## config.mk

```make
export PLATFORM = sky130hd
export DESIGN_NAME = signed_integer_to_radix_text_core
export DESIGN_NICKNAME = d
export VERILOG_FILES = /design/src/design/sirt_pkg.sv /design/src/design/sirt_front.sv /design/src/design/sirt_queue.sv /design/src/design/sirt_back.sv /design/src/design/signed_integer_to_radix_text_core.sv
export SDC_FILE = /design/constraint.sdc
export NUM_CORES = 1
export LEC_CHECK = 0
export BUFFER_PORTS_ARGS = -buffer_cell sky130_fd_sc_hd__buf_2
export CORE_AREA = 2 2 160 240
export DETAILED_ROUTE_END_ITERATION = 8
export DIE_AREA = 0 0 162 242
export GPL_ROUTABILITY_DRIVEN = 0
export MAX_ROUTING_LAYER = met4
export PLACE_DENSITY = 0.88
export SLEW_MARGIN = 5
export SYNTH_ARGS = -nofsm -noshare
export SYNTH_HDL_FRONTEND = slang
export SYNTH_SLANG_ARGS = --single-unit
```

## constraint.sdc

```tcl
create_clock -name i_clk -period 11.52 [get_ports i_clk]
set_clock_uncertainty 0.15 [all_clocks]
set_input_delay 1.152 -clock i_clk [delete_from_list [all_inputs] [get_ports i_clk]]
set_output_delay 1.152 -clock i_clk [all_outputs]
set_load 0.1 [all_outputs]
```

## src/design/sirt_pkg.sv

```systemverilog
// shared constants and types for the radix text block
`timescale 1ns / 1ps
package sirt_pkg;
    localparam int VALUE_BITS  = 32;
    localparam int MAX_SYMBOLS = 16;
    localparam int SYM_IDX_W   = $clog2(MAX_SYMBOLS);
    localparam int CNT_W       = 5;
    localparam int DIG_CNT_W   = $clog2(VALUE_BITS + 1);
    localparam logic [7:0] CHAR_PLUS  = 8'h2B;
    localparam logic [7:0] CHAR_MINUS = 8'h2D;
    localparam logic [CNT_W-1:0] MIN_RADIX = 5'd2;
    localparam logic [1:0] REG_COUNT = 2'd0;
    localparam logic [1:0] REG_LOW   = 2'd1;
    localparam logic [1:0] REG_HIGH  = 2'd2;

    // one classified item passed from front to back
    typedef struct packed {
        logic                  neg;
        logic [VALUE_BITS-1:0] mag;
    } t_job;
endpackage

```

## src/design/sirt_front.sv

```systemverilog
// front part: accepts values, checks the symbol set, forms the magnitude
`timescale 1ns / 1ps
module sirt_front (
    input  logic                                i_clk,
    input  logic                                i_rst_n,
    input  logic                                i_valid,
    output logic                                o_stall,
    input  logic signed [sirt_pkg::VALUE_BITS-1:0] i_value,
    input  logic [sirt_pkg::CNT_W-1:0]          i_count,
    input  logic [127:0]                        i_syms,
    output logic                                o_job_valid,
    output sirt_pkg::t_job                      o_job,
    input  logic                                i_job_full
);
    import sirt_pkg::*;

    typedef enum logic [1:0] {S_IDLE, S_CHECK, S_PUSH} t_state;
    t_state r_state;
    logic [SYM_IDX_W-1:0] r_i;
    logic r_ok;
    t_job r_job;
    logic [7:0] w_ci;
    logic w_bad;

    assign w_ci = i_syms[{r_i, 3'b000} +: 8];
    // one symbol per cycle: bad if a zero, plus or minus byte, or equal to any later symbol in use
    always_comb begin
        w_bad = (w_ci == 8'h00) || (w_ci == CHAR_PLUS) || (w_ci == CHAR_MINUS);
        for (int j = 0; j < MAX_SYMBOLS; j++) begin
            if (j > int'(r_i) && j < int'(i_count) && i_syms[j*8 +: 8] == w_ci)
                w_bad = 1'b1;
        end
    end

    assign o_stall     = (r_state != S_IDLE);
    assign o_job_valid = (r_state == S_PUSH);
    assign o_job       = r_job;

    always_ff @(posedge i_clk) begin
        if (!i_rst_n) begin
            r_state <= S_IDLE;
            r_i     <= '0;
            r_ok    <= 1'b0;
        end else begin
            unique case (r_state)
                S_IDLE: begin
                    if (i_valid) begin
                        r_job.neg <= i_value[VALUE_BITS-1];
                        r_job.mag <= i_value[VALUE_BITS-1] ? (~i_value + 1'b1) : i_value;
                        r_i   <= '0;
                        r_ok  <= (i_count >= MIN_RADIX)
                              && (i_count <= CNT_W'(MAX_SYMBOLS));
                        r_state <= S_CHECK;
                    end
                end
                S_CHECK: begin
                    if (!r_ok) begin
                        r_state <= S_IDLE;
                    end else if (w_bad) begin
                        r_state <= S_IDLE;
                    end else if (CNT_W'(r_i) + 1'b1 >= i_count) begin
                        r_state <= S_PUSH;
                    end else begin
                        r_i <= r_i + 1'b1;
                    end
                end
                S_PUSH: begin
                    if (!i_job_full) r_state <= S_IDLE;
                end
                default: r_state <= S_IDLE;
            endcase
        end
    end
endmodule

```

## src/design/sirt_queue.sv

```systemverilog
// two entry queue between front and back
`timescale 1ns / 1ps
module sirt_queue (
    input  logic           i_clk,
    input  logic           i_rst_n,
    input  logic           i_push,
    input  sirt_pkg::t_job i_job,
    output logic           o_full,
    input  logic           i_pop,
    output logic           o_valid,
    output sirt_pkg::t_job o_job
);
    import sirt_pkg::*;
    t_job r_mem [2];
    logic r_wp, r_rp;
    logic [1:0] r_cnt;

    assign o_full  = (r_cnt == 2'd2);
    assign o_valid = (r_cnt != 2'd0);
    assign o_job   = r_mem[r_rp];

    always_ff @(posedge i_clk) begin
        if (i_push && !o_full) r_mem[r_wp] <= i_job;
    end
    always_ff @(posedge i_clk) begin
        if (!i_rst_n) begin
            r_wp <= 1'b0; r_rp <= 1'b0; r_cnt <= 2'd0;
        end else begin
            if (i_push && !o_full) r_wp <= ~r_wp;
            if (i_pop && o_valid) r_rp <= ~r_rp;
            r_cnt <= r_cnt + 2'(i_push && !o_full) - 2'(i_pop && o_valid);
        end
    end
endmodule

```

## src/design/sirt_back.sv

```systemverilog
// back part: divides out the digits and streams the characters
`timescale 1ns / 1ps
module sirt_back (
    input  logic                           i_clk,
    input  logic                           i_rst_n,
    input  logic                           i_job_valid,
    input  sirt_pkg::t_job                 i_job,
    output logic                           o_job_pop,
    input  logic [sirt_pkg::CNT_W-1:0]     i_count,
    input  logic [127:0]                   i_syms,
    output logic                           o_valid,
    input  logic                           i_stall,
    output logic [7:0]                     o_text_char,
    output logic                           o_last_char
);
    import sirt_pkg::*;
    localparam int QW = VALUE_BITS;

    typedef enum logic [2:0] {S_IDLE, S_DIV, S_NEXT, S_SIGN, S_EMIT} t_state;
    t_state r_state;
    logic [QW-1:0] r_q;
    logic [SYM_IDX_W:0] r_rem;
    logic [$clog2(QW)-1:0] r_bit;
    logic [SYM_IDX_W-1:0] r_dig [QW];
    logic [DIG_CNT_W-1:0] r_nd;
    logic r_neg;
    logic r_valid;
    logic [7:0] r_char;
    logic r_last;
    logic [SYM_IDX_W+1:0] w_t;
    logic w_load;

    assign o_job_pop   = (r_state == S_IDLE) && i_job_valid;
    assign o_valid     = r_valid;
    assign o_text_char = r_char;
    assign o_last_char = r_last;
    // restoring division, one quotient bit a cycle
    assign w_t = {r_rem, r_q[QW-1]};
    // output register takes a new character this cycle
    assign w_load = ((r_state == S_SIGN) || (r_state == S_EMIT)) && (!r_valid || !i_stall);

    always_ff @(posedge i_clk) begin
        if (!i_rst_n) begin
            r_state <= S_IDLE;
            r_valid <= 1'b0;
        end else begin
            if (r_valid && !i_stall && !w_load) r_valid <= 1'b0;
            unique case (r_state)
                S_IDLE: begin
                    if (i_job_valid) begin
                        r_q   <= i_job.mag;
                        r_neg <= i_job.neg;
                        r_rem <= '0;
                        r_bit <= '0;
                        r_nd  <= '0;
                        r_state <= S_DIV;
                    end
                end
                S_DIV: begin
                    if (w_t >= {1'b0, i_count}) begin
                        r_rem <= (SYM_IDX_W+1)'(w_t - {1'b0, i_count});
                        r_q   <= {r_q[QW-2:0], 1'b1};
                    end else begin
                        r_rem <= w_t[SYM_IDX_W:0];
                        r_q   <= {r_q[QW-2:0], 1'b0};
                    end
                    r_bit <= r_bit + 1'b1;
                    if (r_bit == ($clog2(QW))'(QW-1)) r_state <= S_NEXT;
                end
                S_NEXT: begin
                    r_dig[r_nd[$clog2(QW)-1:0]] <= r_rem[SYM_IDX_W-1:0];
                    r_nd  <= r_nd + 1'b1;
                    r_rem <= '0;
                    r_bit <= '0;
                    if (r_q != '0) r_state <= S_DIV;
                    else r_state <= r_neg ? S_SIGN : S_EMIT;
                end
                S_SIGN: begin
                    if (w_load) begin
                        r_valid <= 1'b1;
                        r_char  <= CHAR_MINUS;
                        r_last  <= 1'b0;
                        r_state <= S_EMIT;
                    end
                end
                S_EMIT: begin
                    if (w_load) begin
                        r_valid <= 1'b1;
                        r_char  <= i_syms[{r_dig[$clog2(QW)'(r_nd - 1'b1)], 3'b000} +: 8];
                        r_last  <= (r_nd == DIG_CNT_W'(1));
                        r_nd    <= r_nd - 1'b1;
                        if (r_nd == DIG_CNT_W'(1)) r_state <= S_IDLE;
                    end
                end
                default: r_state <= S_IDLE;
            endcase
        end
    end
endmodule

```

## src/design/signed_integer_to_radix_text_core.sv

```systemverilog
// top level: signed value to radix text converter
// Usage: write symbol_count (index 0), symbols_low (1), symbols_high (2)
// through the config channel while idle; o_cfg_ready is always high.
// Values enter on i_valid/o_stall; characters leave on o_valid/i_stall,
// most significant digit first, o_last_char on the final one.
// The front checks each symbol in use, then hands the magnitude over a
// two entry queue. The back divides with a restoring divider at one
// quotient bit a cycle, a full pass over the value for each digit, then
// sends the characters out, a minus sign first for a negative value; an
// unusable set drops an item after the check.
// Reset loads radix 10 with symbols '0'..'7' and zero bytes above, so
// symbols_high must be written before any output appears.
// A stalled output holds its character and the back waits; the front
// holds o_stall while it checks an item and while the queue is full.
`timescale 1ns / 1ps
module signed_integer_to_radix_text_core (
    input  logic                                  i_clk,
    input  logic                                  i_rst_n,
    input  logic                                  i_valid,
    output logic                                  o_stall,
    input  logic signed [sirt_pkg::VALUE_BITS-1:0] i_value,
    output logic                                  o_valid,
    input  logic                                  i_stall,
    output logic [7:0]                            o_text_char,
    output logic                                  o_last_char,
    input  logic                                  i_cfg_valid,
    output logic                                  o_cfg_ready,
    input  logic [1:0]                            i_cfg_index,
    input  logic [63:0]                           i_cfg_data
);
    import sirt_pkg::*;
    logic [CNT_W-1:0] r_count;
    logic [63:0] r_low, r_high;
    logic [127:0] w_syms;
    logic w_fv, w_full, w_pop, w_qv;
    t_job w_fjob, w_qjob;

    assign o_cfg_ready = 1'b1;
    assign w_syms = {r_high, r_low};

    always_ff @(posedge i_clk) begin
        if (!i_rst_n) begin
            r_count <= 5'd10;
            r_low   <= 64'h3736353433323130;
            r_high  <= 64'h0;
        end else if (i_cfg_valid) begin
            unique case (i_cfg_index)
                REG_COUNT: r_count <= i_cfg_data[CNT_W-1:0];
                REG_LOW:   r_low   <= i_cfg_data;
                REG_HIGH:  r_high  <= i_cfg_data;
                default: ;
            endcase
        end
    end

    sirt_front u_front (
        .i_clk, .i_rst_n, .i_valid, .o_stall, .i_value,
        .i_count(r_count), .i_syms(w_syms),
        .o_job_valid(w_fv), .o_job(w_fjob), .i_job_full(w_full)
    );
    sirt_queue u_queue (
        .i_clk, .i_rst_n, .i_push(w_fv), .i_job(w_fjob), .o_full(w_full),
        .i_pop(w_pop), .o_valid(w_qv), .o_job(w_qjob)
    );
    sirt_back u_back (
        .i_clk, .i_rst_n, .i_job_valid(w_qv), .i_job(w_qjob), .o_job_pop(w_pop),
        .i_count(r_count), .i_syms(w_syms), .o_valid, .i_stall,
        .o_text_char, .o_last_char
    );
endmodule
```

==> flow_summary.ini <==
[placed_design]
port-buffer-count = 113
dpl.hpwl_um = 37400
place_inst = 2428
pre_cts_ws_ns = 7.05

[worst_setup_path]
critPathLaunchType = flop
critical_path_class = flop to flop
regToRegStartpoint = u_back.r_nd[1]
critPathCaptureType = flop
crit_path_max_incr_delay_ns = 0.70
cp-startpoint = u_back.r_nd[1]
crit_fanout = 64
path_common_cell = mux2i_1
cp.buffers_inverters = 3
required_ns = 11.66
critPathTopFamily = multiplexers
cp.arrival_ns = 4.72
slowest_stage = buf_4
path_cells = inv_1 -> ha_1 -> buf_4 -> mux4_2 -> nor2b_1 -> a211oi_1 -> a21oi_1 -> a21oi_4 -> buf_4 -> mux2i_1 -> mux2i_1 -> mux2i_1 -> mux2_2 -> nand2_1

[final_layout]
instances_no_fill = 2502
seq_area_um2 = 11500
nets = 2107
multiInputGateArea_um2 = 9730
area_growth_pct = 9.08
n_fill_cell = 2696
drive_above_1_share = 0.147

[flow_run]
maxCapViolations = 0

[yosys]
synth_top_family_by_area = simple AND/OR/NAND/NOR gates
synthMuxAreaShare = 0.122
synth_ff_type = edfxtp_1
ys_seq_area_frac = 0.526
synth_top_area_cell = edfxtp_1
synth_cell_type_count = 81
synth_xor_area_frac = 0.0634
synthTopCellsByArea = edfxtp_1 39%, dfxtp_1 14%, mux2i_1 6.4%, nand2_1 5.7%, mux4_2 5.2%
async_reset_ff_frac = 0
synth_area_um2 = 22000
synthTopCellsByCount = 336 x nand2_1, 285 x edfxtp_1, 149 x dfxtp_1, 141 x mux2i_1, 115 x xnor2_1
synth_edf_count = 285
synth-simple-area-share = 0.135
avgSynthCellArea_um2 = 11.4
yosys_warnings = 0
yosysMostFrequentCell = nand2_1
ys_seq_elements = 434
synth-compound-area-share = 0.107
synthAdderAreaFrac = 0.0140
synth_top_cell_area_share = 0.390
synth_fp_nets = 2054
synth_cells = 1927

[floorplan]
die_h_um = 242
core_um2 = 37200
rows = 87
io_pins = 115
dieArea_um2 = 39200
start_util = 0.590
die_x_um = 162

[clock_network]
cts_made_buffers = 39
clkLatencyLatePin_ns = 0.56
path_clk_slew_ns = 0.07
cts-htree-levels = 2
cts_tree = yes
post_cts_buffers = 0
cts_resized = 0
clock_sinks = 434
holdBufCountCts = 0
clockBufferDepth = 3
root_buffer = clkbuf_16

[hold_path]
hp-start = u_front.o_job[7]
hold_path.class = flop to flop

[pwr]
p_int_uw = 3020
powerDensity_nw_per_um2 = 187
netSwitchingFraction = 0.327
switchingPower_uw = 1470
peakVddDrop_v = 0.000157
power_frac_clock = 0.284
sequentialPowerShare = 0.444
power_leakage_uw = 0.00830
p_comb_frac = 0.272

[timing]
fin_crit_sh = 0.398
drv_slew = 0
slew_headroom = 0.187
hold_viol_final = 0
worstMarginPinSlew_ns = 1.22
rsz0062_at_grt = no
final.setup.tns_ns = 0
layout_min_cycle_time_ns = 4.58
setup_viol = 0
timing.final.ws_setup_ns = 6.94
max_freq_ghz = 0.218

[routing]
dr.pass1.iters = 6
drc = 0
drt-initial-drc-count = 1395
ant_nets = 0
viasPerCell = 6.32
vias = 15809
wl_per_cell_um = 22.0
totalWireLength_um = 54900

[global_routing]
antenna_found_initial = 2
grt_usage = 0.290
grt_overflow = 0
grt_pass1_vias = 15995
grt_pass1_wl_um = 86600
grt_max_degree = 101

[status]
outcome = complete, no violations
state kept, by name (all words and copies together), names as in the netlist, named ones only:
signal,flops
u_back.r_nd,6
u_back.o_valid,1
u_back.r_state,3
u_queue.r_mem,66
u_front.r_ok,1
r_low,64
u_front.o_job,33
u_back.o_last_char,1
u_front.r_state,2
u_queue.r_rp,1
u_back.r_q,32
u_queue.r_cnt,2
u_back.r_neg,1
u_back.r_bit,5
u_back.o_text_char,8
u_back.r_rem,5
u_front.r_i,4
r_high,64
u_queue.r_wp,1
r_count,5
u_back.r_dig,128
layer usage:
layer  up-vias  routed length (µm)  GRT usage
li1       7106                   -          -
met1      7586               19600      0.332
met2       862               27300      0.481
met3       255                4140     0.0416
met4         0                3900      0.174
met5         -                   0          -
cells in the final DEF, fill, tap and decap left out, types with 6 or more instances in the layout:
| master | instances |
|---|---|
| a21boi_0 | 101 |
| nand2_1 | 336 |
| xor2_1 | 43 |
| mux4_2 | 51 |
| or3_1 | 13 |
| xnor2_1 | 115 |
| inv_1 | 22 |
| o221ai_1 | 6 |
| a21oi_4 | 7 |
| a21oi_1 | 43 |
| o31ai_1 | 10 |
| buf_4 | 23 |
| nand4_1 | 14 |
| clkbuf_1 | 9 |
| nor2_1 | 74 |
| ha_1 | 23 |
| mux2_2 | 6 |
| a211oi_1 | 46 |
| clkbuf_16 | 39 |
| mux2i_1 | 141 |
| nor2b_1 | 37 |
| nand3_1 | 55 |
| nand2b_1 | 8 |
| nor3b_1 | 7 |
| nor3_1 | 23 |
| and2_1 | 14 |
| dfxtp_1 | 147 |
| nor4_1 | 24 |
| buf_2 | 112 |
| edfxtp_1 | 285 |
| a22o_1 | 6 |
| o21ai_0 | 57 |
kinds of logic (layout without fill, tap and decap cells):
kind of cell / count (synthesis) / in the layout
simple gates: 640 / 640
flops: 434 / 434
compound gates: 323 / 323
mux: 201 / 201
xor+xnor: 159 / 159
buf+inv: 145 / 229
fa+ha+maj: 24 / 24
other cells: 1 / 3
per-stage QoR:
step / utilization / total power [µW] / hold WS (ns) / instance area (µm²)
2_1_floorplan: - / 2900 / 0.271 / 22000
4_1_cts: 0.643 / 4480 / 0.295 / 23900
3_3_place_gp: 0.610 / 3150 / 0.272 / 22700
5_1_grt: 0.643 / 4660 / 0.307 / 24000
6_report: 0.643 / 4490 / 0.292 / 24000
3_5_place_dp: 0.610 / 3210 / 0.280 / 22700
final cells by class:
type | instances | area share
clock inverters | 20 | 0.00778
well taps | 489 | 0.0255
clock buffers | 52 | 0.0445
diodes | 2 | 0.000209
repair buffers | 135 | 0.0306
multi-input cells | 1348 | 0.406
inverters | 22 | 0.00345
flip-flops and latches | 434 | 0.482
final timing paths:
path / end / slack (ns) / cells after the start
max: u_back.o_text_char[3] / 6.94 / 14
min reg2reg: u_queue.r_mem[1][7] / 0.29 / 0
min: u_queue.r_mem[1][7] / 0.29 / 0
max reg2reg: u_back.o_text_char[3] / 6.94 / 14
power groups by stage:
stage	Sequential, µW	Combinational [µW]	Clock (µW)
floorplan	1940	963	0
global placement	2010	1150	0
detailed placement	2020	1190	0
CTS	1990	1200	1290
global route	2000	1310	1350
finish	1990	1220	1280
Note: power is estimated with default switching activity, not from simulation.
